==> config.mk <==
export PLATFORM = sky130hd
export DESIGN_NAME = fabrik_chain_iteration
export DESIGN_NICKNAME = d
export VERILOG_FILES = /design/src/hw/rtl/fci_pkg.sv /design/src/hw/rtl/fci_datapath.sv /design/src/hw/rtl/fci_ctrl.sv /design/src/hw/rtl/fabrik_chain_iteration.sv
export SDC_FILE = /design/constraint.sdc
export NUM_CORES = 2
export LEC_CHECK = 0
export BUFFER_PORTS_ARGS = -buffer_cell sky130_fd_sc_hd__clkbuf_2
export CORE_MARGIN = 8
export CORE_UTILIZATION = 59
export CTS_CLUSTER_SIZE = 25
export DETAILED_ROUTE_END_ITERATION = 12
export PLACE_DENSITY = 0.85
export SYNTH_ARGS = -nofsm -noshare
export SYNTH_HDL_FRONTEND = slang
export SYNTH_SLANG_ARGS = --single-unit
==> constraint.sdc <==
create_clock -name clk -period 11.1 [get_ports clk]
set_input_delay 1.11 -clock clk [delete_from_list [all_inputs] [get_ports clk]]
set_output_delay 1.11 -clock clk [all_outputs]
set_load 0.02 [all_outputs]
==> src/hw/rtl/fci_pkg.sv <==
// Shared types and constants for the planar FABRIK chain iteration block.
// Used by fci_ctrl, fci_datapath and fabrik_chain_iteration; depends on nothing.
package fci_pkg;

  localparam int DEF_JOINT_COUNT = 4;
  localparam int DEF_COORD_WIDTH = 24;

  localparam int NUM_SEG_REGS = 3;
  localparam int SEG_W        = 16;
  localparam int CFG_IDX_W    = 2;
  localparam logic [SEG_W-1:0] SEG_RESET = 16'd12800;

  // Joint numbers travel in three bits, enough for up to eight joints.
  localparam int IDX_W = 3;

  localparam int MAG_W  = 33;
  localparam int MUL_W  = 31;
  localparam int PROD_W = 62;
  localparam int ACC_W  = 63;
  localparam int RAD_W  = 64;
  localparam int ROOT_W = 32;
  localparam int REM_W  = 34;
  localparam int Q_W    = 17;
  localparam int TOT_W  = 18;

  localparam int SQRT_ITERS = 32;
  localparam int DIV_ITERS  = 17;
  localparam int CNT_W      = 5;

  typedef enum logic [4:0] {
    OP_NONE,
    OP_LOAD_IN,
    OP_MUL_X,
    OP_MUL_Y,
    OP_MUL_T,
    OP_REACH_CMP,
    OP_WR_ROOT,
    OP_WR_TGT,
    OP_READ,
    OP_LATCH_BASE,
    OP_LATCH_VEC,
    OP_SHIFT,
    OP_SQRT_INIT,
    OP_SQRT_STEP,
    OP_DIV_INIT,
    OP_DIV_STEP,
    OP_SCALE_X,
    OP_SCALE_Y,
    OP_WR_PLACE,
    OP_OUT_LOAD
  } dp_op_t;

  typedef struct packed {
    dp_op_t           op;
    logic [IDX_W-1:0] idx;
    logic [IDX_W-1:0] seg;
  } dp_cmd_t;

  typedef struct packed {
    logic far;
    logic zero;
    logic mag_lo;
    logic mag_hi;
  } dp_status_t;

  typedef enum logic [22:0] {
    S_IDLE  = 23'h000001,
    S_MX    = 23'h000002,
    S_MY    = 23'h000004,
    S_MT    = 23'h000008,
    S_RC    = 23'h000010,
    S_BR    = 23'h000020,
    S_RDO   = 23'h000040,
    S_RDB   = 23'h000080,
    S_LAT   = 23'h000100,
    S_SHIFT = 23'h000200,
    S_SQX   = 23'h000400,
    S_SQY   = 23'h000800,
    S_SQI   = 23'h001000,
    S_SQRT  = 23'h002000,
    S_DVI   = 23'h004000,
    S_DIV   = 23'h008000,
    S_SCX   = 23'h010000,
    S_SCY   = 23'h020000,
    S_WR    = 23'h040000,
    S_W0    = 23'h080000,
    S_ORD   = 23'h100000,
    S_OLD   = 23'h200000,
    S_OWAIT = 23'h400000
  } state_t;

endpackage

==> src/hw/rtl/fci_datapath.sv <==
// Datapath of the FABRIK chain iteration: joint store, segment registers,
// shared multiplier, bit-serial square root and divider. Depends on fci_pkg.
module fci_datapath #(
  parameter int JOINT_COUNT = fci_pkg::DEF_JOINT_COUNT,
  parameter int COORD_WIDTH = fci_pkg::DEF_COORD_WIDTH
) (
  input  logic                             clk,
  input  logic                             rst,
  input  fci_pkg::dp_cmd_t                 cmd,
  output fci_pkg::dp_status_t              status,
  input  logic [COORD_WIDTH-1:0]           root_x,
  input  logic [COORD_WIDTH-1:0]           root_y,
  input  logic [COORD_WIDTH-1:0]           target_x,
  input  logic [COORD_WIDTH-1:0]           target_y,
  input  logic                             cfg_we,
  input  logic [fci_pkg::CFG_IDX_W-1:0]    cfg_index,
  input  logic [fci_pkg::SEG_W-1:0]        cfg_data,
  output logic [fci_pkg::IDX_W-1:0]        out_index,
  output logic [COORD_WIDTH-1:0]           out_x,
  output logic [COORD_WIDTH-1:0]           out_y,
  output logic                             out_stretched,
  output logic                             out_last
);

  localparam int W  = COORD_WIDTH;
  localparam int DW = COORD_WIDTH + 1;
  localparam int SW = COORD_WIDTH + 2;
  localparam int JW = $clog2(JOINT_COUNT);
  localparam logic [fci_pkg::IDX_W-1:0] LAST_IDX = fci_pkg::IDX_W'(JOINT_COUNT - 1);

  logic [W-1:0] jx [JOINT_COUNT];
  logic [W-1:0] jy [JOINT_COUNT];
  logic [fci_pkg::SEG_W-1:0] seg_reg [fci_pkg::NUM_SEG_REGS];

  logic [W-1:0] rx, ry, tx, ty;
  logic [W-1:0] rd_x, rd_y, oth_x, oth_y, base_x, base_y, nx;
  logic         far;
  logic [fci_pkg::MAG_W-1:0]  ax, ay, mag_or;
  logic                       neg_x, neg_y;
  logic [fci_pkg::MUL_W-1:0]  mul_a, mul_b;
  logic [fci_pkg::PROD_W-1:0] mul_p;
  logic [fci_pkg::ACC_W-1:0]  acc, acc_sum;
  logic [fci_pkg::RAD_W-1:0]  rad;
  logic [fci_pkg::ROOT_W-1:0] root, drx, dry, drx_next, dry_next;
  logic [fci_pkg::REM_W-1:0]  rem, rem_next;
  logic [fci_pkg::Q_W-1:0]    qx, qy, nbx, nby, rp;
  logic [fci_pkg::TOT_W-1:0]  tot;
  logic [fci_pkg::SEG_W-1:0]  seg_sel;

  logic [W-1:0]  va_x, va_y, vb_x, vb_y;
  logic [DW-1:0] dvx, dvy, mvx, mvy;
  logic [fci_pkg::REM_W+1:0] rem_w, trial;
  logic sq_ge, dx_ge, dy_ge;
  logic [fci_pkg::ROOT_W:0] tdx, tdy, dsub_x, dsub_y;
  logic [fci_pkg::REM_W+1:0] rsub;
  logic [33:0] rnd;
  logic [W-1:0] place_x, place_y;

  function automatic logic [W-1:0] place(input logic [W-1:0] base,
                                         input logic [fci_pkg::Q_W-1:0] p,
                                         input logic neg);
    logic signed [SW-1:0] off, sum, cmax, cmin;
    off  = $signed({{(SW-fci_pkg::Q_W){1'b0}}, p});
    cmax = $signed({3'b000, {(W-1){1'b1}}});
    cmin = $signed({3'b111, {(W-1){1'b0}}});
    if (neg) begin
      off = -off;
    end
    sum = $signed({{2{base[W-1]}}, base}) + off;
    if (sum > cmax) begin
      return cmax[W-1:0];
    end else if (sum < cmin) begin
      return cmin[W-1:0];
    end
    return sum[W-1:0];
  endfunction

  // Vector between two points: the inputs on load, stored joints otherwise.
  always_comb begin
    if (cmd.op == fci_pkg::OP_LOAD_IN) begin
      va_x = target_x;
      va_y = target_y;
      vb_x = root_x;
      vb_y = root_y;
    end else begin
      va_x = oth_x;
      va_y = oth_y;
      vb_x = rd_x;
      vb_y = rd_y;
    end
    dvx = {va_x[W-1], va_x} - {vb_x[W-1], vb_x};
    dvy = {va_y[W-1], va_y} - {vb_y[W-1], vb_y};
    mvx = dvx[DW-1] ? -dvx : dvx;
    mvy = dvy[DW-1] ? -dvy : dvy;
  end

  always_comb begin
    tot = '0;
    for (int i = 0; i < fci_pkg::NUM_SEG_REGS; i++) begin
      if (i < JOINT_COUNT - 1) begin
        tot = tot + fci_pkg::TOT_W'(seg_reg[i]);
      end
    end
    if (cmd.seg < fci_pkg::IDX_W'(fci_pkg::NUM_SEG_REGS)) begin
      seg_sel = seg_reg[cmd.seg[fci_pkg::CFG_IDX_W-1:0]];
    end else begin
      seg_sel = '0;
    end
  end

  always_comb begin
    case (cmd.op)
      fci_pkg::OP_MUL_X: begin
        mul_a = ax[fci_pkg::MUL_W-1:0];
        mul_b = ax[fci_pkg::MUL_W-1:0];
      end
      fci_pkg::OP_MUL_Y, fci_pkg::OP_SQRT_INIT: begin
        mul_a = ay[fci_pkg::MUL_W-1:0];
        mul_b = ay[fci_pkg::MUL_W-1:0];
      end
      fci_pkg::OP_MUL_T: begin
        mul_a = fci_pkg::MUL_W'(tot);
        mul_b = fci_pkg::MUL_W'(tot);
      end
      fci_pkg::OP_SCALE_X: begin
        mul_a = fci_pkg::MUL_W'(qx);
        mul_b = fci_pkg::MUL_W'(seg_sel);
      end
      fci_pkg::OP_SCALE_Y: begin
        mul_a = fci_pkg::MUL_W'(qy);
        mul_b = fci_pkg::MUL_W'(seg_sel);
      end
      default: begin
        mul_a = '0;
        mul_b = '0;
      end
    endcase
  end

  always_comb begin
    mag_or  = ax | ay;
    acc_sum = acc + {1'b0, mul_p};
    // Square root: two radicand bits per step, one root bit out.
    rem_w    = {rem, rad[fci_pkg::RAD_W-1 -: 2]};
    trial    = {2'b00, root, 2'b01};
    sq_ge    = rem_w >= trial;
    rsub     = rem_w - trial;
    rem_next = sq_ge ? rsub[fci_pkg::REM_W-1:0] : rem_w[fci_pkg::REM_W-1:0];
    // Restoring division, one quotient bit per step on each component.
    tdx    = {drx, nbx[fci_pkg::Q_W-1]};
    tdy    = {dry, nby[fci_pkg::Q_W-1]};
    dx_ge  = tdx >= {1'b0, root};
    dy_ge  = tdy >= {1'b0, root};
    dsub_x = tdx - {1'b0, root};
    dsub_y = tdy - {1'b0, root};
    drx_next = dx_ge ? dsub_x[fci_pkg::ROOT_W-1:0] : tdx[fci_pkg::ROOT_W-1:0];
    dry_next = dy_ge ? dsub_y[fci_pkg::ROOT_W-1:0] : tdy[fci_pkg::ROOT_W-1:0];
    // Offset rounded half away from zero, applied to the magnitude.
    rnd     = {1'b0, mul_p[32:0]} + 34'd32768;
    rp      = rnd[32:16];
    place_x = place(base_x, rp, neg_x);
    place_y = place(base_y, rp, neg_y);
  end

  assign status.far    = far;
  assign status.zero   = (mag_or == '0);
  assign status.mag_hi = |mag_or[fci_pkg::MAG_W-1:31];
  assign status.mag_lo = ~|mag_or[fci_pkg::MAG_W-1:30];

  always_ff @(posedge clk) begin
    if (rst) begin
      for (int i = 0; i < fci_pkg::NUM_SEG_REGS; i++) begin
        seg_reg[i] <= fci_pkg::SEG_RESET;
      end
    end else if (cfg_we && cfg_index < fci_pkg::CFG_IDX_W'(fci_pkg::NUM_SEG_REGS)) begin
      seg_reg[cfg_index] <= cfg_data;
    end
  end

  always_ff @(posedge clk) begin
    if (rst) begin
      for (int i = 0; i < JOINT_COUNT; i++) begin
        jx[i] <= '0;
        jy[i] <= '0;
      end
      far <= 1'b0;
    end else begin
      case (cmd.op)
        fci_pkg::OP_WR_ROOT: begin
          jx[cmd.idx[JW-1:0]] <= rx;
          jy[cmd.idx[JW-1:0]] <= ry;
        end
        fci_pkg::OP_WR_TGT: begin
          jx[cmd.idx[JW-1:0]] <= tx;
          jy[cmd.idx[JW-1:0]] <= ty;
        end
        fci_pkg::OP_WR_PLACE: begin
          jx[cmd.idx[JW-1:0]] <= nx;
          jy[cmd.idx[JW-1:0]] <= place_y;
        end
        fci_pkg::OP_REACH_CMP: begin
          far <= (|ax[fci_pkg::MAG_W-1:31]) || (|ay[fci_pkg::MAG_W-1:31]) ||
                 (acc > {1'b0, mul_p});
        end
        default: begin
        end
      endcase
    end
  end

  always_ff @(posedge clk) begin
    mul_p <= fci_pkg::PROD_W'(mul_a) * fci_pkg::PROD_W'(mul_b);
    case (cmd.op)
      fci_pkg::OP_LOAD_IN: begin
        rx    <= root_x;
        ry    <= root_y;
        tx    <= target_x;
        ty    <= target_y;
        ax    <= {{(fci_pkg::MAG_W-W){1'b0}}, mvx[W-1:0]};
        ay    <= {{(fci_pkg::MAG_W-W){1'b0}}, mvy[W-1:0]};
        neg_x <= dvx[DW-1];
        neg_y <= dvy[DW-1];
      end
      fci_pkg::OP_MUL_Y:    acc <= {1'b0, mul_p};
      fci_pkg::OP_MUL_T:    acc <= acc_sum;
      fci_pkg::OP_READ: begin
        rd_x  <= jx[cmd.idx[JW-1:0]];
        rd_y  <= jy[cmd.idx[JW-1:0]];
        oth_x <= rd_x;
        oth_y <= rd_y;
      end
      fci_pkg::OP_LATCH_BASE: begin
        base_x <= rd_x;
        base_y <= rd_y;
      end
      fci_pkg::OP_LATCH_VEC: begin
        base_x <= rd_x;
        base_y <= rd_y;
        ax     <= {{(fci_pkg::MAG_W-W){1'b0}}, mvx[W-1:0]};
        ay     <= {{(fci_pkg::MAG_W-W){1'b0}}, mvy[W-1:0]};
        neg_x  <= dvx[DW-1];
        neg_y  <= dvy[DW-1];
      end
      fci_pkg::OP_SHIFT: begin
        if (mag_or == '0) begin
          qx <= '0;
          qy <= '0;
        end else if (|mag_or[fci_pkg::MAG_W-1:31]) begin
          ax <= ax >> 1;
          ay <= ay >> 1;
        end else if (~|mag_or[fci_pkg::MAG_W-1:30]) begin
          ax <= ax << 1;
          ay <= ay << 1;
        end
      end
      fci_pkg::OP_SQRT_INIT: begin
        rad  <= {1'b0, acc_sum};
        root <= '0;
        rem  <= '0;
      end
      fci_pkg::OP_SQRT_STEP: begin
        rem  <= rem_next;
        root <= {root[fci_pkg::ROOT_W-2:0], sq_ge};
        rad  <= rad << 2;
      end
      fci_pkg::OP_DIV_INIT: begin
        drx <= fci_pkg::ROOT_W'(ax[30:1]);
        dry <= fci_pkg::ROOT_W'(ay[30:1]);
        nbx <= {ax[0], {(fci_pkg::Q_W-1){1'b0}}};
        nby <= {ay[0], {(fci_pkg::Q_W-1){1'b0}}};
        qx  <= '0;
        qy  <= '0;
      end
      fci_pkg::OP_DIV_STEP: begin
        drx <= drx_next;
        dry <= dry_next;
        nbx <= nbx << 1;
        nby <= nby << 1;
        qx  <= {qx[fci_pkg::Q_W-2:0], dx_ge};
        qy  <= {qy[fci_pkg::Q_W-2:0], dy_ge};
      end
      fci_pkg::OP_SCALE_Y:  nx <= place_x;
      fci_pkg::OP_OUT_LOAD: begin
        out_index     <= cmd.idx;
        out_x         <= rd_x;
        out_y         <= rd_y;
        out_stretched <= far;
        out_last      <= (cmd.idx == LAST_IDX);
      end
      default: begin
      end
    endcase
  end

endmodule

==> src/hw/rtl/fci_ctrl.sv <==
// Controller of the FABRIK chain iteration: sequences the passes, the
// normalisations and the result transfers. Depends on fci_pkg.
module fci_ctrl #(
  parameter int JOINT_COUNT = fci_pkg::DEF_JOINT_COUNT
) (
  input  logic                clk,
  input  logic                rst,
  input  logic                in_valid,
  output logic                in_ready,
  output logic                out_valid,
  input  logic                out_ready,
  output fci_pkg::dp_cmd_t    cmd,
  input  fci_pkg::dp_status_t status
);

  localparam logic [fci_pkg::IDX_W-1:0] LAST_IDX = fci_pkg::IDX_W'(JOINT_COUNT - 1);
  localparam logic [fci_pkg::IDX_W-1:0] ONE_IDX  = fci_pkg::IDX_W'(1);

  fci_pkg::state_t state, state_next;
  logic [fci_pkg::IDX_W-1:0] idx, idx_next, base_idx;
  logic [fci_pkg::CNT_W-1:0] cnt, cnt_next;
  logic bwd, bwd_next;

  assign in_ready  = (state == fci_pkg::S_IDLE);
  assign out_valid = (state == fci_pkg::S_OWAIT);
  assign base_idx  = bwd ? idx + 1'b1 : idx - 1'b1;

  always_comb begin
    state_next = state;
    idx_next   = idx;
    cnt_next   = cnt;
    bwd_next   = bwd;
    cmd.op     = fci_pkg::OP_NONE;
    cmd.idx    = idx;
    cmd.seg    = bwd ? idx : idx - 1'b1;
    case (state)
      fci_pkg::S_IDLE: begin
        if (in_valid) begin
          cmd.op     = fci_pkg::OP_LOAD_IN;
          bwd_next   = 1'b0;
          state_next = fci_pkg::S_MX;
        end
      end
      fci_pkg::S_MX: begin
        cmd.op     = fci_pkg::OP_MUL_X;
        state_next = fci_pkg::S_MY;
      end
      fci_pkg::S_MY: begin
        cmd.op     = fci_pkg::OP_MUL_Y;
        state_next = fci_pkg::S_MT;
      end
      fci_pkg::S_MT: begin
        cmd.op     = fci_pkg::OP_MUL_T;
        state_next = fci_pkg::S_RC;
      end
      fci_pkg::S_RC: begin
        cmd.op     = fci_pkg::OP_REACH_CMP;
        state_next = fci_pkg::S_BR;
      end
      fci_pkg::S_BR: begin
        if (status.far) begin
          cmd.op     = fci_pkg::OP_WR_ROOT;
          cmd.idx    = '0;
          state_next = fci_pkg::S_SHIFT;
        end else begin
          cmd.op     = fci_pkg::OP_WR_TGT;
          cmd.idx    = LAST_IDX;
          idx_next   = LAST_IDX - 1'b1;
          bwd_next   = 1'b1;
          state_next = fci_pkg::S_RDO;
        end
      end
      fci_pkg::S_RDO: begin
        cmd.op     = fci_pkg::OP_READ;
        state_next = fci_pkg::S_RDB;
      end
      fci_pkg::S_RDB: begin
        cmd.op     = fci_pkg::OP_READ;
        cmd.idx    = base_idx;
        state_next = fci_pkg::S_LAT;
      end
      fci_pkg::S_LAT: begin
        if (status.far) begin
          cmd.op     = fci_pkg::OP_LATCH_BASE;
          state_next = fci_pkg::S_SCX;
        end else begin
          cmd.op     = fci_pkg::OP_LATCH_VEC;
          state_next = fci_pkg::S_SHIFT;
        end
      end
      fci_pkg::S_SHIFT: begin
        cmd.op = fci_pkg::OP_SHIFT;
        if (status.zero) begin
          state_next = fci_pkg::S_SCX;
        end else if (!status.mag_lo && !status.mag_hi) begin
          state_next = fci_pkg::S_SQX;
        end
      end
      fci_pkg::S_SQX: begin
        cmd.op     = fci_pkg::OP_MUL_X;
        state_next = fci_pkg::S_SQY;
      end
      fci_pkg::S_SQY: begin
        cmd.op     = fci_pkg::OP_MUL_Y;
        state_next = fci_pkg::S_SQI;
      end
      fci_pkg::S_SQI: begin
        cmd.op     = fci_pkg::OP_SQRT_INIT;
        cnt_next   = fci_pkg::CNT_W'(fci_pkg::SQRT_ITERS - 1);
        state_next = fci_pkg::S_SQRT;
      end
      fci_pkg::S_SQRT: begin
        cmd.op   = fci_pkg::OP_SQRT_STEP;
        cnt_next = cnt - 1'b1;
        if (cnt == '0) begin
          state_next = fci_pkg::S_DVI;
        end
      end
      fci_pkg::S_DVI: begin
        cmd.op     = fci_pkg::OP_DIV_INIT;
        cnt_next   = fci_pkg::CNT_W'(fci_pkg::DIV_ITERS - 1);
        state_next = fci_pkg::S_DIV;
      end
      fci_pkg::S_DIV: begin
        cmd.op   = fci_pkg::OP_DIV_STEP;
        cnt_next = cnt - 1'b1;
        if (cnt == '0) begin
          // The straight chain normalises once and then places every joint
          // along that one direction.
          if (status.far) begin
            idx_next   = ONE_IDX;
            state_next = fci_pkg::S_RDB;
          end else begin
            state_next = fci_pkg::S_SCX;
          end
        end
      end
      fci_pkg::S_SCX: begin
        cmd.op     = fci_pkg::OP_SCALE_X;
        state_next = fci_pkg::S_SCY;
      end
      fci_pkg::S_SCY: begin
        cmd.op     = fci_pkg::OP_SCALE_Y;
        state_next = fci_pkg::S_WR;
      end
      fci_pkg::S_WR: begin
        cmd.op = fci_pkg::OP_WR_PLACE;
        if (bwd) begin
          if (idx == '0) begin
            state_next = fci_pkg::S_W0;
          end else begin
            idx_next   = idx - 1'b1;
            state_next = fci_pkg::S_RDO;
          end
        end else if (idx == LAST_IDX) begin
          idx_next   = '0;
          state_next = fci_pkg::S_ORD;
        end else begin
          idx_next   = idx + 1'b1;
          state_next = status.far ? fci_pkg::S_RDB : fci_pkg::S_RDO;
        end
      end
      fci_pkg::S_W0: begin
        cmd.op     = fci_pkg::OP_WR_ROOT;
        cmd.idx    = '0;
        idx_next   = ONE_IDX;
        bwd_next   = 1'b0;
        state_next = fci_pkg::S_RDO;
      end
      fci_pkg::S_ORD: begin
        cmd.op     = fci_pkg::OP_READ;
        state_next = fci_pkg::S_OLD;
      end
      fci_pkg::S_OLD: begin
        cmd.op     = fci_pkg::OP_OUT_LOAD;
        state_next = fci_pkg::S_OWAIT;
      end
      fci_pkg::S_OWAIT: begin
        if (out_ready) begin
          if (idx == LAST_IDX) begin
            state_next = fci_pkg::S_IDLE;
          end else begin
            idx_next   = idx + 1'b1;
            state_next = fci_pkg::S_ORD;
          end
        end
      end
      default: begin
        state_next = fci_pkg::S_IDLE;
      end
    endcase
  end

  always_ff @(posedge clk) begin
    if (rst) begin
      state <= fci_pkg::S_IDLE;
      idx   <= '0;
      cnt   <= '0;
      bwd   <= 1'b0;
    end else begin
      state <= state_next;
      idx   <= idx_next;
      cnt   <= cnt_next;
      bwd   <= bwd_next;
    end
  end

  a_no_overlap: assert property (@(posedge clk) disable iff (rst)
    !(in_ready && out_valid))
    else $error("input taken while a result is offered");

  a_accept_starts: assert property (@(posedge clk) disable iff (rst)
    (in_valid && in_ready) |=> (state == fci_pkg::S_MX))
    else $error("accepted item did not start the reach test");

  a_last_ends: assert property (@(posedge clk) disable iff (rst)
    (out_valid && out_ready && idx == LAST_IDX) |=> in_ready)
    else $error("block not idle after the last joint transfer");

  a_sqrt_then_div: assert property (@(posedge clk) disable iff (rst)
    (state == fci_pkg::S_SQRT && cnt == '0) |=> (state == fci_pkg::S_DVI))
    else $error("divider not started after the square root");

endmodule

==> src/hw/rtl/fabrik_chain_iteration.sv <==
// Flow: the reach test first, then one normalisation and a placement per joint when out
// of reach, else 2*(JOINT_COUNT-1) normalisations, one per placed joint in each pass.
// A normalisation of a zero vector skips the root and divider; else it is a scaling of
// up to 30 one-bit shifts, a 32-step square root and a 17-step divider, all shared.
// Results leave one joint at a time; the next item is taken in the cycle after the last
// joint's transfer. Reset (rst, synchronous) zeroes all joints, each segment is 50.0.
module fabrik_chain_iteration #(
  parameter int JOINT_COUNT = fci_pkg::DEF_JOINT_COUNT,
  parameter int COORD_WIDTH = fci_pkg::DEF_COORD_WIDTH,
  localparam int S_TDATA_W  = ((4 * COORD_WIDTH + 7) / 8) * 8,
  localparam int M_TDATA_W  = ((fci_pkg::IDX_W + 2 * COORD_WIDTH + 7) / 8) * 8
) (
  input  logic                          clk,
  input  logic                          rst,
  input  logic                          s_tvalid,
  output logic                          s_tready,
  // root_x, root_y, target_x, target_y from the lowest bit up
  input  logic [S_TDATA_W-1:0]          s_tdata,
  output logic                          m_tvalid,
  input  logic                          m_tready,
  // joint_index, joint_x, joint_y from the lowest bit up
  output logic [M_TDATA_W-1:0]          m_tdata,
  // stretched
  output logic                          m_tuser,
  output logic                          m_tlast,
  input  logic                          cfg_we,
  input  logic [fci_pkg::CFG_IDX_W-1:0] cfg_index,
  input  logic [fci_pkg::SEG_W-1:0]     cfg_data
);

  localparam int W = COORD_WIDTH;

  fci_pkg::dp_cmd_t    cmd;
  fci_pkg::dp_status_t status;
  logic [fci_pkg::IDX_W-1:0] out_index;
  logic [W-1:0] out_x, out_y;

  fci_ctrl #(
    .JOINT_COUNT(JOINT_COUNT)
  ) u_ctrl (
    .clk       (clk),
    .rst       (rst),
    .in_valid  (s_tvalid),
    .in_ready  (s_tready),
    .out_valid (m_tvalid),
    .out_ready (m_tready),
    .cmd       (cmd),
    .status    (status)
  );

  fci_datapath #(
    .JOINT_COUNT(JOINT_COUNT),
    .COORD_WIDTH(COORD_WIDTH)
  ) u_dp (
    .clk           (clk),
    .rst           (rst),
    .cmd           (cmd),
    .status        (status),
    .root_x        (s_tdata[W-1:0]),
    .root_y        (s_tdata[2*W-1:W]),
    .target_x      (s_tdata[3*W-1:2*W]),
    .target_y      (s_tdata[4*W-1:3*W]),
    .cfg_we        (cfg_we),
    .cfg_index     (cfg_index),
    .cfg_data      (cfg_data),
    .out_index     (out_index),
    .out_x         (out_x),
    .out_y         (out_y),
    .out_stretched (m_tuser),
    .out_last      (m_tlast)
  );

  assign m_tdata = M_TDATA_W'({out_y, out_x, out_index});

endmodule

# --- Word-level counts from Yosys, hierarchy flattened ---
# Memory sizes are Yosys's and may differ from the RTL's. A register that Yosys moved wholly into a read port is not among the register bits.
# Cells that the tools add are included.
word_totals:
  in_bits: 119
  ram_bits: 240
  output_inout_bits: 60
  elab_cells: 267
  reg_bits: 757
  mem_count: 3
mem_list:
  columns: ["memory", "depth", "width", "read_ports", "rd_ports_with_merged_regs", "write_ports", "line", "text"]
  rows:
  - ["u_dp.jx", 4, 24, 1, 1, 4, "fci_datapath.sv:31", "logic [W-1:0] jx [JOINT_COUNT];"]
  - ["u_dp.jy", 4, 24, 1, 1, 4, "fci_datapath.sv:32", "logic [W-1:0] jy [JOINT_COUNT];"]
  - ["u_dp.seg_reg", 3, 16, 4, 0, 3, "fci_datapath.sv:33", "logic [fci_pkg::SEG_W-1:0] seg_reg [fci_pkg::NUM_SEG_REGS];"]
classes:
  n_eq_ne: 56
  n_addsub: 17
  n_bitwise: 5
  magnitude_cmp: 10
  mul: 1
  reduce_logical: 36
  mux: 105
op_table:
  columns: ["operator", "count"]
  rows:
  - ["$pmux 23 s23", 1]
  - ["$mux 24", 18]
  - ["$mux 33", 6]
  - ["$pmux 32 s2", 3]
  - ["$mux 23", 8]
  - ["$pmux 31 s5", 1]
  - ["$pmux 33 s2", 2]
  - ["$pmux 64 s2", 1]
  - ["$pmux 63 s2", 1]
  - ["$pmux 31 s4", 1]
  - ["$pmux 17 s3", 2]
  - ["$pmux 5 s18", 1]
  - ["$pmux 17 s2", 2]
  - ["$pmux 34 s2", 1]
  - ["$ge 33x32->1", 2]
  - ["$mux 32", 2]
  - ["$sub 32x32->32", 2]
  - ["$add 63x62->63", 1]
  - ["$gt 63x62->1", 1]
  - ["$mul 31x31->62", 1]
  - ["$add 24x26->26", 2]
  - ["$gt 26x24->1 const B", 2]
  - ["$lt 26x24->1 const B", 2]
  - ["$mux 26", 2]
  - ["other kinds (80)", 165]

# --- Longest topological paths before layout ---
depth:
  ltp_word: 11
  ltp_mapped: 53
  mapped_depth_nobuf: 51

# --- Hierarchy ---
# Synthesis repeated with hierarchy kept, for this count alone.
unflattened:
  cells_unflattened: 9211
  hier_area_um2: 90420.5
modules_own_cells:
  columns: ["mod", "seq_area_each_um2", "instances", "cells_each", "area_each_um2"]
  rows:
  - ["fci_datapath", 29308.1, 1, 8898, 88011.9]
  - ["fci_ctrl", 640.6, 1, 307, 2367.3]
  - ["fabrik_chain_iteration", 0.0, 1, 6, 41.3]

# --- Worst setup path before layout ---
# OpenSTA, ideal clock, no wires.
synth_timing:
  path_type: "reg-to-reg"
  from: "reg u_ctrl.state[10]"
  to: "mem u_dp.jx[3][0] (netlist bit) (enable)"
  setup_ns: 0.525
  t_arrival_ns: 11.148
  stages_incl_launch_ff: 11
  period_less_slack_ns: 11.673
  slack_ns: -0.573
  t_required_ns: 10.575
  path_buffers: 1
  path_cell_list: "dfxtp_1 > nor4_2 > nand2b_1 > nor4_1 > inv_1 > nand3_1 > or3b_1 > nor4_2 > a21o_1 > buf_1 > o31ai_1"
synth_lines:
  columns: ["element", "line", "text"]
  rows:
  - ["start, declared", "fci_ctrl.sv:19", "fci_pkg::state_t state, state_next;"]
  - ["start signal, assigned", "fci_ctrl.sv:196", "state <= fci_pkg::S_IDLE;"]
  - ["start signal, assigned", "fci_ctrl.sv:201", "state <= state_next;"]
  - ["end, declared", "fci_datapath.sv:31", null]

==> results.env <==
DRV.MAX_CAP_VIOLATION_COUNT=0
WIRE_LENGTH_OF_THE_FIRST_GLOBAL_ROUTING_PASS_UM=435000
STATIC-LEAKAGE-POWER_nW=45.7
CLOCK_PATH_BUFFERS=3
WORST_PATH_MAX_DELAY_CELL='fa_1'
GRT-OVFL-TOTAL=0
GRT_USE_MET3=0.105
WORST_HOLD_PATH_TYPE='register to register'
POST-ROUTE-CELL-AREA_SQ_MM=0.102
DIE-WIDTH_UM=408
DETAILED_PLACE_HPWL_UM=215000
WORSTSKEWPAIRLATENCY_NS=0.78
CORE_SQ_MM=0.152
FLOORPLAN.INITIALDENSITY=0.595
OUTCOME='complete, but fails checks'
GRT_PASS1_VIAS=75716
DIE-HEIGHT_UM=408
POST_SYNTH_MAIN_AREA_CONTRIBUTORS='edfxtp_1 31%, fa_1 19%, ha_1 8.6%'
FIRST_ITER_VIOLATIONS=9722
POWER.IR.VDD_WORST_V=0.000210
TRITONCTS_NUM_SINKS=1029
REQUIRED_NS=11.77
CTS_BUFS_INSERTED=100
WORST_MIN_DELAY_PATH_ENDPOINT='u_ctrl.cnt[3]$_SDFFE_PP0P_'
POWER_DENSITY_mW_PER_MM2=124
TRITONCTS_CLOCK_TREE='done'
FLOORPLAN.IO_PINS=179
FLOORPLAN.ROWS=143
GRT.TOTAL_USAGE=0.333
FINAL_SLEW_VIOL_COUNT=0
YOSYS.AREA.TOP_TYPE_SHARE=0.310
REG2REG_DEPTH=49
SYNTH_TOP_CELL_BY_AREA='edfxtp_1'
MOST_FREQUENT_CELL_AFTER_SYNTHESIS='nand2_1'
WORST_R2R_ENDPOINT='u_dp.mul_p[46]$_DFF_P_'
GRT_START_MAX_NET_PINS=107
WORST_R2R_STARTPOINT='u_dp.seg_reg[1][1]$_SDFFCE_PN0P_'
YS_FF_LATCH=1029
GATE_COUNT_POST_SYNTH=9556
TOTALNEGATIVESETUPSLACK_NS=-3.32
NETS=11510
DETAILROUTE.VIA_COUNT=75668
MAX_CLK_RATE_GHz=0.0876
TIMING.CRITICAL_PATH.ARRIVAL_NS=12.09
DETAILEDROUTE.FIRSTPASSITERATIONCOUNT=10
STARTPOINT_TYPE='register'
PLACEDINSTANCEAREA_SQ_MM=0.0963
YS_SEQ_AREA_FRAC=0.331
CRIT_PATH_MAX_FANOUT=4
FINAL-SETUP-VIOL-COUNT=23
TIMING.SLEW.HEADROOM=0.0799
KIND_OF_CRITICAL_PATH='register to register'
TOTALPOWERFINAL_mW=12.6
SYNTH-WARNING-COUNT=0
ROOT_BUFFER_MASTER='clkbuf_16'
SYNTHESIS.AREA_SQ_MM=0.0905
UNREPAIRED_SETUP_ENDPOINTS_AFTER_GLOBAL_ROUTING='yes'
GRT.MET2_USAGE=0.506
NUMBER_OF_ENABLE_FLIP_FLOP_CELLS_AFTER_SYNTHESIS=934
PERIOD_SHARE=1.03
TIMING.HOLD.WORST.START='u_ctrl.cnt[3]$_SDFFE_PP0P_'
GRT.MET1_USAGE=0.421
FINAL_LAYOUT_SIZE_SUFFIX_GT1_FRAC=0.118
PORTBUFFERS=173
DRT-VIAS-PER-INSTANCE=6.28
DRTANTENNAVIOLNETS=0
RRSETUPSLACK_NS=-0.31
FINAL-INSTANCE-COUNT-EXCL-FILL=12048
SYNTH.AVG_CELL_AREA_SQ_UM=9.47
DIE_AREA_SQ_MM=0.166
LARGESTREGISTERS='u_dp.jx: 96 flops, u_dp.jy: 96 flops'
WORST_CLOCK_SKEW_NS=0.0947
CP_SLOWEST_STAGE_DELAY_NS=0.57
GRT.BUSIEST_LAYER='met2'
PLACED_CELLS=11792
WIRE_PER_INST_UM=24.1
DETAIL_ROUTE.WIRELENGTH_UM=290000
TRANSITION_TIME_AT_THE_PIN_WITH_THE_LEAST_SLEW_MARGIN_NS=1.37
DPL_WS_NS=-0.867
FAILED_CHECKS='setup timing'
YS_DOMINANT_REG_CELL='edfxtp_1'
SYNTH.LIB_CELLS_USED.DISTINCT=95
CRITICAL_PATH.ENDPOINT_TYPE='register'
YS_TOP_CELLS_BY_COUNT='1449 x nand2_1, 1292 x inv_1, 934 x edfxtp_1, 853 x nor2_1, 846 x fa_1'
MIN_PERIOD_NS=11.41
FINALHOLDVIOLATIONS=0
CP_COMMON_CELL='fa_1'
FINALWORSTSETUPSLACK_NS=-0.311
HOLD_DEPTH=1
GRT_ANTENNA_BEFORE_REPAIR=18
REMAINING_DRC_ERRORS=0
AREA.GROWTH.SYNTH_TO_FINAL_PCT=12.3
GPL.FINAL_WEIGHTED_CONGESTION=1.08
ASYNCSETRESETFLOPFRACSYNTH=0
CLK_PIN_SLEW_NS=0.07
CTS.HTREE.LEVELS=3
[per-stage QoR]
stage          hold WS (ns)   util
3_5_place_dp          0.477  0.633
5_1_grt               0.492  0.669
2_1_floorplan         0.450      -
6_report              0.511  0.669
3_3_place_gp          0.469  0.633
4_1_cts               0.495  0.660
[power breakdown]
group | internal, mW | switching (mW)
sequential | 4.58 | 0.318
combinational | 1.52 | 2.56
clock | 2.03 | 1.62
total | 8.13 | 4.50
[worst max path at each step]
stage | from | cells past startpoint | endpoint
floorplan | u_dp.seg_reg[1][1]$_SDFFCE_PN0P_ | 45 | u_dp.mul_p[61]$_DFF_P_
global placement | u_dp.seg_reg[1][0]$_SDFFCE_PN0P_ | 51 | u_dp.mul_p[61]$_DFF_P_
detailed placement | u_dp.seg_reg[1][0]$_SDFFCE_PN0P_ | 51 | u_dp.mul_p[61]$_DFF_P_
CTS | u_dp.seg_reg[0][0]$_SDFFCE_PN0P_ | 51 | u_dp.mul_p[59]$_DFF_P_
global route | u_dp.seg_reg[1][1]$_SDFFCE_PN0P_ | 49 | u_dp.mul_p[46]$_DFF_P_
finish | u_dp.seg_reg[1][1]$_SDFFCE_PN0P_ | 49 | u_dp.mul_p[46]$_DFF_P_
[final cells by class]
| cell class | instances | area [sq um] |
|---|---|---|
| multi-input cells | 6817 | 55600 |
| fillers | 11101 | 50400 |
| flip-flops and latches | 1029 | 29900 |
| repair buffers | 676 | 5240 |
| inverters | 1300 | 4890 |
| clock buffers | 121 | 2640 |
| well taps | 2030 | 2540 |
| clock inverters | 66 | 841 |
| diodes | 9 | 22.5 |
[timing repair]
action,in CTS,in global routing
pin swaps,73,192
buffers inserted,21,41
endpoints found under the setup margin,34,36
resized for setup,107,213
cloned,0,2
hold buffers,0,0
[logic make-up after synthesis]
kind of cell    after synthesis  share of synthesized area
compound gates             1591                      0.113
xor+xnor                    390                     0.0379
fa+ha+maj                  1467                      0.273
buf+inv                    1732                     0.0726
flops                      1029                      0.331
mux                          86                     0.0118
other cells                   1                  0.0000414
simple gates               3260                      0.161
[critical path, delay by kind of cell (launching register included)]
kind	cells	cell delay (ns)
multiplexers	1	0.14
buffers and inverters	11	1.05
adder cells (fa/ha/maj)	11	5.07
flip-flops	1	0.40
AO/OA/AOI/OAI	16	2.78
XOR/XNOR	2	0.36
AND/OR/NAND/NOR	8	1.51
[cells in the final DEF, fill, tap and decap left out, drive strengths merged, types with 60 or more instances in the layout]
cell type	instances
nand2b	83
mux2i	67
a21oi	530
o21a	60
o21bai	69
a21o	175
ha	621
xnor2	264
nor4	65
nand2	1450
nand3	102
and2	202
and3	116
o21ai	294
fa	846
nor2	853
edfxtp	934
nor3	125
dfxtp	95
clkbuf	297
a31oi	124
inv	1299
xor2	125
nand4	67
buf	500
[metal layers]
metal / part of all wire / vias up
li1: - / 32563
met1: 0.35 / 36469
met2: 0.43 / 5327
met3: 0.14 / 1291
met4: 0.074 / 18
met5: 0.00087 / -
Power figures use the tool's default switching activity.
